File: config.mk
export PLATFORM = sky130hd
export DESIGN_NAME = least_free_worker_dispatch
export DESIGN_NICKNAME = d
export VERILOG_FILES = /design/src/hw/rtl/lfwd_pkg.sv /design/src/hw/rtl/lfwd_ram.sv /design/src/hw/rtl/lfwd_seq.sv /design/src/hw/rtl/least_free_worker_dispatch.sv
export SDC_FILE = /design/constraint.sdc
export NUM_CORES = 1
export LEC_CHECK = 0
export BUFFER_PORTS_ARGS = -buffer_cell sky130_fd_sc_hd__buf_2
export CORE_MARGIN = 4
export CORE_UTILIZATION = 40
export CTS_BUF_LIST = sky130_fd_sc_hd__clkbuf_16
export DETAILED_ROUTE_END_ITERATION = 16
export PLACE_DENSITY = 0.55
export SLEW_MARGIN = 10
export SYNTH_ARGS = -nofsm -noshare
export SYNTH_HDL_FRONTEND = slang
export SYNTH_SLANG_ARGS = --single-unit
File: constraint.sdc
create_clock -name clk -period 18.02 [get_ports clk]
set_clock_uncertainty 0.05 [all_clocks]
set_input_delay 2.703 -clock clk [delete_from_list [all_inputs] [get_ports clk]]
set_output_delay 2.703 -clock clk [all_outputs]
set_load 0.01 [all_outputs]
File: src/hw/rtl/lfwd_pkg.sv
// ----------------------------------------------------------------------------
// lfwd_pkg: shared constants for the least-free worker dispatcher
// Field widths, register map and the default worker table size.
// ----------------------------------------------------------------------------
package lfwd_pkg;

  // payload field widths
  localparam int DUR_W    = 31;
  localparam int TIME_W   = 48;
  localparam int WORKER_W = 4;

  // configuration register
  localparam int REG_W    = 5;
  localparam int PADDR_W  = 4;
  localparam int PDATA_W  = 32;
  localparam logic [1:0] REG_WORKER_COUNT = 2'd0;
  localparam logic [REG_W-1:0] WORKER_COUNT_RST = 5'd1;

  // default table size
  localparam int MAX_WORKERS_DEF = 16;

endpackage

File: src/hw/rtl/lfwd_ram.sv
// ----------------------------------------------------------------------------
// lfwd_ram: generic single-write, single-read RAM
// One write port and one read port with registered read data.
// ----------------------------------------------------------------------------
module lfwd_ram #(
  parameter int WIDTH = 48,
  parameter int DEPTH = 16,
  parameter int AW    = (DEPTH > 1) ? $clog2(DEPTH) : 1
) (
  input  logic             clk,
  input  logic             we,
  input  logic [AW-1:0]    waddr,
  input  logic [WIDTH-1:0] wdata,
  input  logic [AW-1:0]    raddr,
  output logic [WIDTH-1:0] rdata
);

  logic [WIDTH-1:0] mem [DEPTH];

  // write port
  always_ff @(posedge clk) begin
    if (we) begin
      mem[waddr] <= wdata;
    end
  end

  // registered read port
  always_ff @(posedge clk) begin
    rdata <= mem[raddr];
  end

endmodule

File: src/hw/rtl/lfwd_seq.sv
// ----------------------------------------------------------------------------
// lfwd_seq: scan sequencer with one shared comparator
// Walks the free-time table one entry per cycle, keeps the earliest free
// worker, then writes back its advanced free time and loads the result word.
// ----------------------------------------------------------------------------
module lfwd_seq #(
  parameter int MAX_WORKERS = 16,
  parameter int IDX_W = (MAX_WORKERS > 1) ? $clog2(MAX_WORKERS) : 1
) (
  input  logic                           clk,
  input  logic                           rst,
  input  logic [lfwd_pkg::REG_W-1:0]     worker_count,
  input  logic                           job_valid,
  output logic                           job_ready,
  input  logic [lfwd_pkg::DUR_W-1:0]     duration,
  output logic                           result_valid,
  input  logic                           result_ready,
  output logic [lfwd_pkg::WORKER_W-1:0]  worker,
  output logic [lfwd_pkg::TIME_W-1:0]    start_time,
  output logic                           ram_we,
  output logic [IDX_W-1:0]               ram_waddr,
  output logic [lfwd_pkg::TIME_W-1:0]    ram_wdata,
  output logic [IDX_W-1:0]               ram_raddr,
  input  logic [lfwd_pkg::TIME_W-1:0]    ram_rdata
);
  import lfwd_pkg::*;

  localparam int CNT_W  = $clog2(MAX_WORKERS + 1);
  localparam int WIDE_W = (CNT_W > REG_W) ? CNT_W : REG_W;

  localparam logic [1:0] S_IDLE = 2'd0;
  localparam logic [1:0] S_SCAN = 2'd1;
  localparam logic [1:0] S_DONE = 2'd2;

  logic [1:0]             state;
  logic [DUR_W-1:0]       dur;
  logic [IDX_W-1:0]       last_idx;
  logic [IDX_W-1:0]       rd_idx;
  logic [IDX_W-1:0]       rd_tag;
  logic                   rd_last;
  logic                   rd_vld;
  logic [IDX_W-1:0]       best_idx;
  logic [TIME_W-1:0]      best_time;
  logic [MAX_WORKERS-1:0] valid;

  logic                   job_fire;
  logic                   done_fire;
  logic [WIDE_W-1:0]      wc_ext;
  logic [WIDE_W-1:0]      max_ext;
  logic [WIDE_W-1:0]      last_wide;
  logic [TIME_W-1:0]      entry_time;
  logic                   take;
  logic [TIME_W:0]        sum;
  logic [TIME_W-1:0]      next_time;

  assign job_ready = (state == S_IDLE);
  assign job_fire  = job_valid && job_ready;
  assign done_fire = (state == S_DONE) && (!result_valid || result_ready);

  // clamp the worker count to 1..MAX_WORKERS, kept as the last index
  assign wc_ext  = WIDE_W'(worker_count);
  assign max_ext = WIDE_W'(MAX_WORKERS);
  always_comb begin
    if (wc_ext == '0) begin
      last_wide = '0;
    end else if (wc_ext > max_ext) begin
      last_wide = max_ext - WIDE_W'(1);
    end else begin
      last_wide = wc_ext - WIDE_W'(1);
    end
  end

  // read entry 0 on accept, then the running index during the scan
  assign ram_raddr = (state == S_SCAN) ? rd_idx : '0;

  // entries never written read as zero
  assign entry_time = rd_vld ? ram_rdata : '0;
  assign take       = (rd_tag == '0) || (entry_time < best_time);

  // saturating advance of the chosen free time
  assign sum       = {1'b0, best_time} + (TIME_W + 1)'(dur);
  assign next_time = sum[TIME_W] ? {TIME_W{1'b1}} : sum[TIME_W-1:0];

  assign ram_we    = done_fire;
  assign ram_waddr = best_idx;
  assign ram_wdata = next_time;

  // sequencer
  always_ff @(posedge clk) begin
    if (rst) begin
      state <= S_IDLE;
    end else begin
      unique case (state)
        S_IDLE: begin
          if (job_fire) begin
            state <= S_SCAN;
          end
        end
        S_SCAN: begin
          if (rd_last) begin
            state <= S_DONE;
          end
        end
        S_DONE: begin
          if (done_fire) begin
            state <= S_IDLE;
          end
        end
        default: begin
          state <= S_IDLE;
        end
      endcase
    end
  end

  // scan index, tag of the word in flight and its valid bit
  always_ff @(posedge clk) begin
    rd_vld <= valid[ram_raddr];
    if (job_fire) begin
      dur      <= duration;
      last_idx <= last_wide[IDX_W-1:0];
      rd_tag   <= '0;
      rd_last  <= (last_wide == '0);
      rd_idx   <= IDX_W'(1);
    end else if (state == S_SCAN && !rd_last) begin
      rd_tag  <= rd_idx;
      rd_last <= (rd_idx == last_idx);
      rd_idx  <= rd_idx + IDX_W'(1);
    end
  end

  // keep the earliest free worker, lowest index on ties
  always_ff @(posedge clk) begin
    if (state == S_SCAN && take) begin
      best_idx  <= rd_tag;
      best_time <= entry_time;
    end
  end

  // mark entries once written
  always_ff @(posedge clk) begin
    if (rst) begin
      valid <= '0;
    end else if (done_fire) begin
      valid[best_idx] <= 1'b1;
    end
  end

  // output register
  always_ff @(posedge clk) begin
    if (rst) begin
      result_valid <= 1'b0;
    end else if (done_fire) begin
      result_valid <= 1'b1;
    end else if (result_ready) begin
      result_valid <= 1'b0;
    end
  end

  always_ff @(posedge clk) begin
    if (done_fire) begin
      worker     <= WORKER_W'(best_idx);
      start_time <= best_time;
    end
  end

endmodule

File: src/hw/rtl/least_free_worker_dispatch.sv
// ----------------------------------------------------------------------------
// least_free_worker_dispatch: assign each job to the earliest free worker
// Keeps a free time per worker, picks the smallest (lowest index on ties),
// reports worker and start time, and advances that free time by the job.
//
//   channel   signals                                  direction
//   job       job_valid, job_ready, duration           in
//   result    result_valid, result_ready, worker,      out
//             start_time
//   config    psel, penable, pwrite, paddr, pwdata,    APB
//             prdata, pready
//
// A job is accepted and starts the first table read; the scan then passes
// the n active workers, n being worker_count clamped to 1..MAX_WORKERS,
// through the single comparator one by one; the last step writes back the
// free time and loads the result word.
// Reset clears the free-time valid bits, so every worker starts free at zero.
// A result waiting on result_ready holds the write-back stage; a new job is
// taken as soon as the previous result word is loaded.
// ----------------------------------------------------------------------------
module least_free_worker_dispatch #(
  parameter int MAX_WORKERS = lfwd_pkg::MAX_WORKERS_DEF
) (
  input  logic                           clk,
  input  logic                           rst,
  input  logic                           psel,
  input  logic                           penable,
  input  logic                           pwrite,
  input  logic [lfwd_pkg::PADDR_W-1:0]   paddr,
  input  logic [lfwd_pkg::PDATA_W-1:0]   pwdata,
  output logic [lfwd_pkg::PDATA_W-1:0]   prdata,
  output logic                           pready,
  input  logic                           job_valid,
  output logic                           job_ready,
  input  logic [lfwd_pkg::DUR_W-1:0]     duration,
  output logic                           result_valid,
  input  logic                           result_ready,
  output logic [lfwd_pkg::WORKER_W-1:0]  worker,
  output logic [lfwd_pkg::TIME_W-1:0]    start_time
);
  import lfwd_pkg::*;

  localparam int IDX_W = (MAX_WORKERS > 1) ? $clog2(MAX_WORKERS) : 1;

  logic [REG_W-1:0]  worker_count;
  logic [1:0]        reg_sel;
  logic              ram_we;
  logic [IDX_W-1:0]  ram_waddr;
  logic [TIME_W-1:0] ram_wdata;
  logic [IDX_W-1:0]  ram_raddr;
  logic [TIME_W-1:0] ram_rdata;

  assign pready  = 1'b1;
  assign reg_sel = paddr[3:2];

  // register write
  always_ff @(posedge clk) begin
    if (rst) begin
      worker_count <= WORKER_COUNT_RST;
    end else if (psel && penable && pwrite && pready && reg_sel == REG_WORKER_COUNT) begin
      worker_count <= pwdata[REG_W-1:0];
    end
  end

  // register read
  assign prdata = (reg_sel == REG_WORKER_COUNT) ? PDATA_W'(worker_count) : '0;

  lfwd_seq #(
    .MAX_WORKERS (MAX_WORKERS),
    .IDX_W       (IDX_W)
  ) u_seq (
    .clk          (clk),
    .rst          (rst),
    .worker_count (worker_count),
    .job_valid    (job_valid),
    .job_ready    (job_ready),
    .duration     (duration),
    .result_valid (result_valid),
    .result_ready (result_ready),
    .worker       (worker),
    .start_time   (start_time),
    .ram_we       (ram_we),
    .ram_waddr    (ram_waddr),
    .ram_wdata    (ram_wdata),
    .ram_raddr    (ram_raddr),
    .ram_rdata    (ram_rdata)
  );

  lfwd_ram #(
    .WIDTH (TIME_W),
    .DEPTH (MAX_WORKERS),
    .AW    (IDX_W)
  ) u_free_time (
    .clk   (clk),
    .we    (ram_we),
    .waddr (ram_waddr),
    .wdata (ram_wdata),
    .raddr (ram_raddr),
    .rdata (ram_rdata)
  );

endmodule

; After elaboration in Yosys (flattened, before gate mapping)
; Memories as Yosys holds them, arrays and structs flattened. A register that Yosys moved wholly into a read port is not among the register bits.
; Cells that the tools add are included.
[word_totals]
register_bits = 173
output_inout_bits = 87
word_cells = 70
romBits = 0
memories = 1
input_bits = 74
latch_bits = 0
mem_bits_rw = 768
[mem_list]
columns = memory, depth, word_bits, rd, rd_clocked_by_memory_dff, write_ports, line
row1 = u_free_time.mem, 16, 48, 1, 1, 1, lfwd_ram.sv:18  ; logic [WIDTH-1:0] mem [DEPTH];
[classes]
n_shift = 0
n_eq_ne = 6
n_div = 0
order_cmp = 5
muxes = 20
bitwise_logic = 1
reduce_logical = 20
addsub = 3
mul = 0
[ops]
columns = cell, n
row1 = $mux 48, 2
row2 = $add 48x31->49, 1
row3 = $lt 48x48->1, 1
row4 = $or 16x16->16, 1
row5 = $mux 5, 3
row6 = $logic_not 5->1, 2
row7 = $lt 4x5->1 const B, 2
row8 = $logic_and 1x1->1, 8
row9 = $mux 1, 8
row10 = $mux 2, 3
row11 = $pmux 2 s3, 1
row12 = $gt 5x5->1 const B, 1
row13 = $sub 5x1->5 const B, 1
row14 = $add 4x1->4 const B, 1
row15 = $bmux 1 s4, 1
row16 = $demux 1 s4, 1
row17 = $eq 4x4->1, 1
row18 = $ge 4x1->1 const B, 1
row19 = $logic_not 2->1, 2
row20 = $logic_not 4->1, 1
row21 = $mux 4, 1
row22 = $ne 2x2->1 const B, 2
row23 = $reduce_bool 2->1, 2
row24 = $reduce_and 3->1, 1
row25 = 5 further kinds, 7

; Logic depth before layout (Yosys ltp)
; Gate-level depths: netlist of run 1.
[logic_depth]
depth_word = 5
depth_mapped = 12
mapped_depth_nobuf = 11

; Cells and area by module
; A second synthesis of run 1 with hierarchy kept.
[hier_totals]
cells_unflattened = 2155
area_unflattened_um2 = 39474.1
[by_module_without_submodules]
columns = mod, n_inst, seq_area_each_um2, cells_per_inst, area_each_um2
row1 = lfwd_ram, 1, 24023.0, 1242, 29694.7
row2 = lfwd_seq, 1, 4764.6, 854, 9286.4
row3 = least_free_worker_dispatch, 1, 100.1, 59, 493.0

; Worst setup path before layout of run 1
; No wires, ideal clock.
[synth_path]
path_type = input -> register
from = input result_ready
to = memory u_free_time.mem[8][0], enable pin
setup_time_ns = 0.515
arrival_time_ns = 8.939
path_buffers = 0
cell_stages = 4
slack_ns = 8.516
required_time_ns = 17.455
cell_sequence = nor2b_1 > nor2_1 > nand3b_1 > nor3_1
[synth_between]
elab_chain_cells = 4
[synth_rtl]
columns = element, line
row1 = start: declaration, least_free_worker_dispatch.sv:37  ; input logic result_ready,
row2 = $logic_or 1x1->1, lfwd_seq.sv:58  ; assign done_fire = (state == S_DONE) && (!result_valid || result_ready);
row3 = $logic_and 1x1->1, lfwd_seq.sv:58
row4 = net ram_we, least_free_worker_dispatch.sv:47  ; logic ram_we;
row5 = $mux 1, lfwd_ram.sv:22  ; if (we) begin
row6 = $mux 1 (not written as such), lfwd_ram.sv:23  ; mem[waddr] <= wdata;
row7 = end: declaration, lfwd_ram.sv:18
; The timed path passes the listed nets, and every way through them passes these cells.

; Worst setup path after layout of run 1
[layout_path]
from = input paddr[3] (netlist bit)
to = output prdata[3] (netlist bit)
[layout_between]
elab_chain_cells = 2
[layout_rtl]
columns = element, line
row1 = start: declaration, least_free_worker_dispatch.sv:29  ; input logic [lfwd_pkg::PADDR_W-1:0] paddr,
row2 = $logic_not 2->1, least_free_worker_dispatch.sv:66  ; assign prdata = (reg_sel == REG_WORKER_COUNT) ? PDATA_W'(worker_count) : '0;
row3 = $mux 5, least_free_worker_dispatch.sv:66
row4 = end: declaration, least_free_worker_dispatch.sv:31  ; output logic [lfwd_pkg::PDATA_W-1:0] prdata,
; No other way between the ends.

==> flow_metrics.py, run 1 <==
metrics = {
    "die": {
        "die_area_um2": 106000,
        "die_x_um": 326,
        "chipHeight_um": 326,
        "std_cell_rows": 116,
        "ios": 161,
        "initial_core_util_pct": 40.4,
        "core_um2": 100000,
    },
    "synth": {
        "synthArstFlopShare_pct": 0,
        "yosysTopAreaCellShare_pct": 67.4,
        "ys_types": 65,
        "synth_common_cells": "908 x edfxtp_1, 262 x nand2_1, 204 x mux2i_1",
        "seq_area_frac_synth_pct": 71.4,
        "synth_cells": 2637,
        "synth.ff_latch_count": 989,
        "syn-cell-area_um2": 40400,
        "synth_top_cell_by_area": "edfxtp_1",
        "syn_area_per_cell_um2": 15.3,
        "post-synth-top-count-cell": "edfxtp_1",
        "synth-edff-count": 908,
        "synth_area_leaders": "edfxtp_1 67%, mux2i_1 5.0%, dfxtp_1 4.0%, a211oi_1 2.8%, mux4_2 2.7%",
        "yosys_warnings": 0,
        "synth-main-ff-cell": "edfxtp_1",
    },
    "timing": {
        "fin_crit_ns": 6.01,
        "final_hold_viol_count": 0,
        "setup_viol": 0,
        "fmax_ghz": 0.166,
        "setup_tns_ns": 0,
        "slew_violations": 0,
        "finalCritPeriodShare_pct": 33.4,
        "fin_ws_ns": 12.01,
        "rsz0062_at_grt": "no",
        "max_slew_margin_pct": 23.1,
        "tightest_slew_ns": 1.15,
    },
    "cells_and_area": {
        "seq_area_um2": 28900,
        "drive_gt1_share_pct": 13.7,
        "multi_input_area_um2": 10900,
        "n_fill_cell": 8613,
        "fin_cells": 4130,
        "final_area_um2": 45700,
        "antennaDiodeCount": 0,
        "nets": 2904,
        "area_growth_pct": 13.1,
        "fin_util_pct": 45.7,
    },
    "status": {
        "outcome": "finished, final reports clean",
    },
    "place": {
        "io_buffers": 103,
        "dp.cells": 3944,
        "place_area_um2": 42400,
        "routabilityCongestion": 0.805,
        "dp_slack_ns": 12.01,
        "place_hpwl_mm": 51.5,
    },
    "global_routing": {
        "grt_pass1_wl_mm": 144,
        "grt_max_degree": 99,
        "grt_pass1_vias": 22500,
        "grt-ovfl-total": 0,
        "grt_antenna_before_repair": 1,
        "track_usage_pct": 17.8,
    },
    "run": {
        "cap_violations": 0,
    },
    "pwr": {
        "power.share.combinational_pct": 9.2,
        "sw_frac_of_total_pct": 23.4,
        "p_clk_share_pct": 39.6,
        "power.density_nw_per_um2": 114,
        "irDropWorstVdd_uv": 76.1,
        "p_switching_w": 0.00121,
        "intPower_w": 0.00398,
        "p_leak_nw": 16.7,
        "p_seq_share_pct": 51.2,
    },
    "critical_path": {
        "crit_top_cell": "buf_2",
        "cp_data_required_time_ns": 15.27,
        "crit_path_end_kind": "primary output",
        "worst-path-buf-inv": 2,
        "crit_path_start_kind": "primary input",
        "critPathMaxFanout": 4,
        "crit_chain": "buf_2, nor2_1, and2_1, buf_2",
        "reg2regPathDepth": 12,
        "crit_family": "simple AND/OR/NAND/NOR gates",
        "arrival_ns": 3.26,
        "rrSetupSlack_ns": 12.90,
        "cp_slowest_stage_delay_ns": 0.17,
        "critPathSlowestCell": "nor2_1",
        "worstReg2RegStart": "u_seq.best_time[0]",
        "crit_type": "in -> out",
        "r2r_end": "u_free_time.mem[15][27]",
    },
    "clocking": {
        "htree_levels": 3,
        "clk_pin_slew_ns": 0.06,
        "numCtsBuffers": 101,
        "cts_tree": "done",
        "holdBufCountCts": 0,
        "clk_path_buf_depth": 3,
        "clk_latency_ns": 0.66,
        "post-cts-setup-buffer-count": 0,
        "root_buffer": "clkbuf_16",
        "cts_resized": 0,
        "cts.sinks": 989,
    },
    "drt": {
        "firstDrtPassIters": 6,
        "drt_iter0_markers": 1898,
        "drc": 0,
        "ant_nets": 0,
        "via_per_inst": 5.49,
        "routed_wirelength_mm": 97.1,
        "wl_per_cell_um": 23.5,
        "routed-via-count": 22700,
    },
    "worst_hold_path": {
        "holdCritStartpoint": "u_seq.rd_tag[2]",
        "holdPathEnd": "u_seq.ram_waddr[2]",
        "holdPathStages": 0,
        "hold_class": "reg -> reg",
    },
}
[state kept, by name (all words and copies together), names as in the netlist, 5 cells and up]
| register | cells |
|---|---|
| u_free_time.mem | 768 |
| u_seq.start_time | 48 |
| u_seq.best_time | 48 |
| u_free_time.rdata | 48 |
| u_seq.valid | 16 |
| u_seq.dur | 31 |
| worker_count | 5 |
[layout by cell type (no fill, tap or decap), types with 6 or more instances in the layout]
cell	count
and2_1	52
nor2_4	13
nor3_1	18
buf_2	103
buf_4	44
ha_1	80
nor2_1	65
mux2i_1	204
mux2_2	6
o21ai_0	32
inv_1	81
clkinv_1	20
dfxtp_1	79
nand2b_1	8
xor2_1	11
nor2b_1	102
mux4_2	49
a21oi_1	98
nand3_1	15
a211oi_1	150
a21o_1	36
conb_1	28
clkinv_2	18
bufinv_16	12
nand4_1	19
a311oi_1	49
a31oi_1	57
xnor2_1	22
nand2_1	258
o211ai_1	6
clkbuf_16	102
edfxtp_1	908
[through the flow]
stage,hold WS (ns),total power (W)
floorplan,0.380,0.00303
global placement,0.391,0.00317
detailed placement,0.401,0.00319
CTS,0.415,0.00524
global route,0.429,0.00539
finish,0.416,0.00519
[metal layers]
layer	part of all wire, %	vias to the layer above	global-route usage, %
li1	-	10300	-
met1	44	11600	24.3
met2	48	634	29.9
met3	5.0	128	2.59
met4	2.3	2	5.16
met5	0.013	-	0
[power groups by stage]
stage	Sequential (W)	Clock (W)	Combinational (W)
after floorplan	0.00269	0	0.000344
after global placement	0.00271	0	0.000464
after detailed placement	0.00271	0	0.000478
after CTS	0.00266	0.00210	0.000480
after global routing	0.00266	0.00220	0.000524
final	0.00266	0.00206	0.000478
[logic make-up after synthesis]
| logic type | synth area share [%] |
|---|---|
| fa+ha+maj | 2.52 |
| mux | 8.00 |
| other cells | 0.0186 |
| buf+inv | 2.39 |
| xor+xnor | 0.715 |
| flops | 71.4 |
| simple gates | 6.84 |
| compound gates | 8.08 |
[cell type report]
| cell class | instances | share of cell area, % |
|---|---|---|
| inverters | 57 | 0.468 |
| clock inverters | 84 | 1.58 |
| well taps | 1298 | 3.55 |
| flip-flops and latches | 989 | 63.2 |
| multi-input cells | 1453 | 23.8 |
| clock buffers | 102 | 5.58 |
| repair buffers | 147 | 1.85 |
[worst max-delay path by stage]
stage | startpoint | depth (start not counted) | slack, ns | end
after detailed placement | paddr[3] | 4 | 12.01 | prdata[3]
final | paddr[3] | 4 | 12.01 | prdata[3]
after global placement | paddr[3] | 4 | 12.01 | prdata[4]
after floorplan | result_ready | 4 | 8.52 | u_free_time.mem[8][0]
after CTS | paddr[3] | 4 | 12.01 | prdata[3]
after global routing | paddr[3] | 4 | 11.95 | prdata[3]
(Power assumes the default switching activity.)
==> run 2, diff against run 1 <==
--- a/config.mk
+++ b/config.mk
@@ -5,6 +5,7 @@
 export SDC_FILE = /design/constraint.sdc
 export NUM_CORES = 1
 export LEC_CHECK = 0
+export ABC_AREA = 1
 export BUFFER_PORTS_ARGS = -buffer_cell sky130_fd_sc_hd__buf_2
 export CORE_MARGIN = 4
 export CORE_UTILIZATION = 40
==> constraint.sdc (replaced) <==
create_clock -name clk -period 6.3 [get_ports clk]
set_clock_uncertainty 0.05 [all_clocks]
set_input_delay 0.945 -clock clk [delete_from_list [all_inputs] [get_ports clk]]
set_output_delay 0.945 -clock clk [all_outputs]
set_load 0.01 [all_outputs]
==> run 2 against run 1 <==
Clock power increased to 2.7 times the previous value. Worst hold slack lost 0.030 ns. Sequential cell count is the same. Area after synthesis increased by 5.2%. Design area is 3.4% higher. First-iteration DRC count grew 44%. Final cell count is 26% higher. Die area increased by 5.1%. Non-clock buffer count down 4. Synthesized cell count up 39%. Setup slack worse by 9.6 ns. Utilization fell by 0.81 points. Largest power group unchanged.
==> flow_metrics.py, run 2 <==
metrics = {
    "status": {
        "outcome": "finished, final reports clean",
    },
    "drt": {
        "drc": 0,
        "via_per_inst": 5.38,
        "ant_nets": 0,
        "wl_per_cell_um": 22.1,
        "routed_wirelength_mm": 115,
        "drt_iter0_markers": 2725,
        "routed-via-count": 27900,
        "firstDrtPassIters": 5,
    },
    "place": {
        "place_hpwl_mm": 64.8,
        "io_buffers": 103,
        "routabilityCongestion": 1.01,
    },
    "global_routing": {
        "grt_pass1_vias": 26300,
        "track_usage_pct": 20.1,
        "grt_antenna_before_repair": 1,
        "grt-ovfl-total": 0,
        "grt_pass1_wl_mm": 169,
        "grt_max_degree": 195,
    },
    "timing": {
        "setup_tns_ns": 0,
        "rsz0062_at_grt": "no",
        "setup_viol": 0,
        "fin_crit_ns": 3.88,
        "slew_violations": 0,
        "final_hold_viol_count": 0,
        "fmax_ghz": 0.258,
        "tightest_slew_ns": 1.11,
        "max_slew_margin_pct": 26.1,
        "finalCritPeriodShare_pct": 61.6,
    },
    "cells_and_area": {
        "top_register": "u_free_time.mem",
        "area_growth_pct": 11.1,
        "fin_util_pct": 44.9,
        "layout_commonest_cell": "edfxtp_1",
        "final_cell_mix": "908 x edfxtp_1, 579 x nand2_1, 460 x inv_1, 402 x o21ai_0, 202 x nor3_1",
        "largest_reg_flops": 768,
        "nets": 3866,
        "drive_gt1_share_pct": 8.82,
    },
    "critical_path": {
        "cp_data_required_time_ns": 6.55,
        "crit_chain": "buf_4, nand2_1, inv_1, ha_1, a21oi_1, o21ai_0, nor2_1, nand2_1, nand2_1, nand2_1, a21oi_4, buf_4",
        "cp_slowest_stage_delay_ns": 0.73,
        "critPathMaxFanout": 48,
        "critPathSlowestCell": "a21oi_4",
        "crit_path_end_kind": "register",
        "crit_top_cell": "nand2_1",
        "arrival_ns": 4.13,
        "crit_path_start_kind": "register",
        "crit_type": "reg -> reg",
    },
    "die": {
        "die_x_um": 334,
        "std_cell_rows": 119,
        "chipHeight_um": 334,
        "ios": 161,
        "die_area_um2": 112000,
        "initial_core_util_pct": 40.4,
        "core_um2": 105000,
    },
    "clocking": {
        "cts.sinks": 989,
        "numCtsBuffers": 101,
        "cts_resized": 0,
        "clk_latency_ns": 0.68,
        "clk_path_buf_depth": 3,
        "post-cts-setup-buffer-count": 0,
        "htree_levels": 3,
        "holdBufCountCts": 0,
        "clk_pin_slew_ns": 0.06,
        "root_buffer": "clkbuf_16",
        "cts_tree": "done",
    },
    "synth": {
        "synth_cells": 3660,
        "synth-edff-count": 908,
        "post-synth-top-count-cell": "edfxtp_1",
        "synth_area_leaders": "edfxtp_1 64%, nand2_1 5.1%, o21ai_0 4.7%, dfxtp_1 3.8%, inv_1 3.8%",
        "ys_types": 44,
        "synth_top_cell_by_area": "edfxtp_1",
        "synth.ff_latch_count": 989,
        "syn_area_per_cell_um2": 11.6,
        "synth-main-ff-cell": "edfxtp_1",
        "seq_area_frac_synth_pct": 67.9,
        "yosysTopAreaCellShare_pct": 64.1,
        "syn-cell-area_um2": 42500,
        "yosys_warnings": 0,
        "synth_common_cells": "908 x edfxtp_1, 579 x nand2_1, 427 x inv_1",
        "synthArstFlopShare_pct": 0,
    },
    "pwr": {
        "power.density_nw_per_um2": 318,
        "p_total_w": 0.0150,
        "p_leak_nw": 17.4,
        "irDropWorstVdd_uv": 194,
    },
    "worst_hold_path": {
        "hold_class": "reg -> reg",
    },
    "run": {
        "cap_violations": 0,
    },
}
## run 2: cell count changes in the layout (fill, tap and decap cells not counted), sizes merged, moves of 103 or more
cell / before / now
o221ai: 1 / 169
a211oi: 150 / 0
o21ai: 35 / 427
inv: 87 / 471
nand2: 262 / 591
mux2i: 204 / 2
nand3: 15 / 164
nor3: 22 / 207
nor2b: 103 / 0
## run 2: cell type report
cell class / instances / area [µm²]
fillers: 9806 / 58100
repair buffers: 143 / 916
inverters: 433 / 1630
clock buffers: 103 / 2580
multi-input cells: 2043 / 11100
flip-flops and latches: 989 / 28900
well taps: 1391 / 1740
diodes: 3 / 7.51
clock inverters: 86 / 444
## run 2: logic make-up after synthesis
logic type      synth area share [%]
compound gates                  10.5
xor+xnor                       0.432
fa+ha+maj                       2.40
buf+inv                         6.67
flops                           67.9
mux                           0.0471
other cells                   0.0177
simple gates                    12.0
## run 2: critical path, delay by kind of cell (launching register included)
kind | cells | cell delay, ns
AOI/OAI and AO/OA | 3 | 1.03
and+or+nand+nor | 5 | 0.64
DFF | 1 | 0.31
buffers and inverters | 3 | 1.12
adders and majority gates | 1 | 0.27
## run 2: path summary, 6_finish.rpt
| check | startpoint | endpoint | slack, ns | cells after the start |
|---|---|---|---|---|
| min reg2reg | u_seq.rd_tag[2] | u_seq.ram_waddr[2] | 0.39 | 0 |
| max reg2reg | u_seq.rd_vld | u_seq.best_time[5] | 2.42 | 12 |
| max | u_seq.rd_vld | u_seq.best_time[5] | 2.42 | 12 |
| min | u_seq.rd_tag[2] | u_seq.ram_waddr[2] | 0.39 | 0 |
## run 2: where the power goes
part / switching, W / total (W) / internal [W]
Sequential: 0.000130 / 0.00775 / 0.00762
Combinational: 0.00137 / 0.00178 / 0.000409
Clock: 0.00246 / 0.00549 / 0.00303
## run 2: metrics by stage
stage	worst slack (ns)	hold slack, ns	cell area [µm²]	instances
after floorplan	1.14	0.358	42600	3686
after global placement	2.12	0.369	44300	4999
after detailed placement	2.10	0.377	44300	4999
after CTS	2.35	0.346	47300	5188
after global routing	2.11	0.379	47300	5188
final	2.42	0.386	47300	5191
## run 2: per-layer routing
metal	part of all wire, %	wire [µm]	vias up	track usage (%)
met3	5.9	6820	180	2.41
met5	0	0	-	0
met2	48	54900	923	33.5
met1	43	50000	13700	27.6
li1	-	-	13200	-
met4	2.8	3260	0	6.57
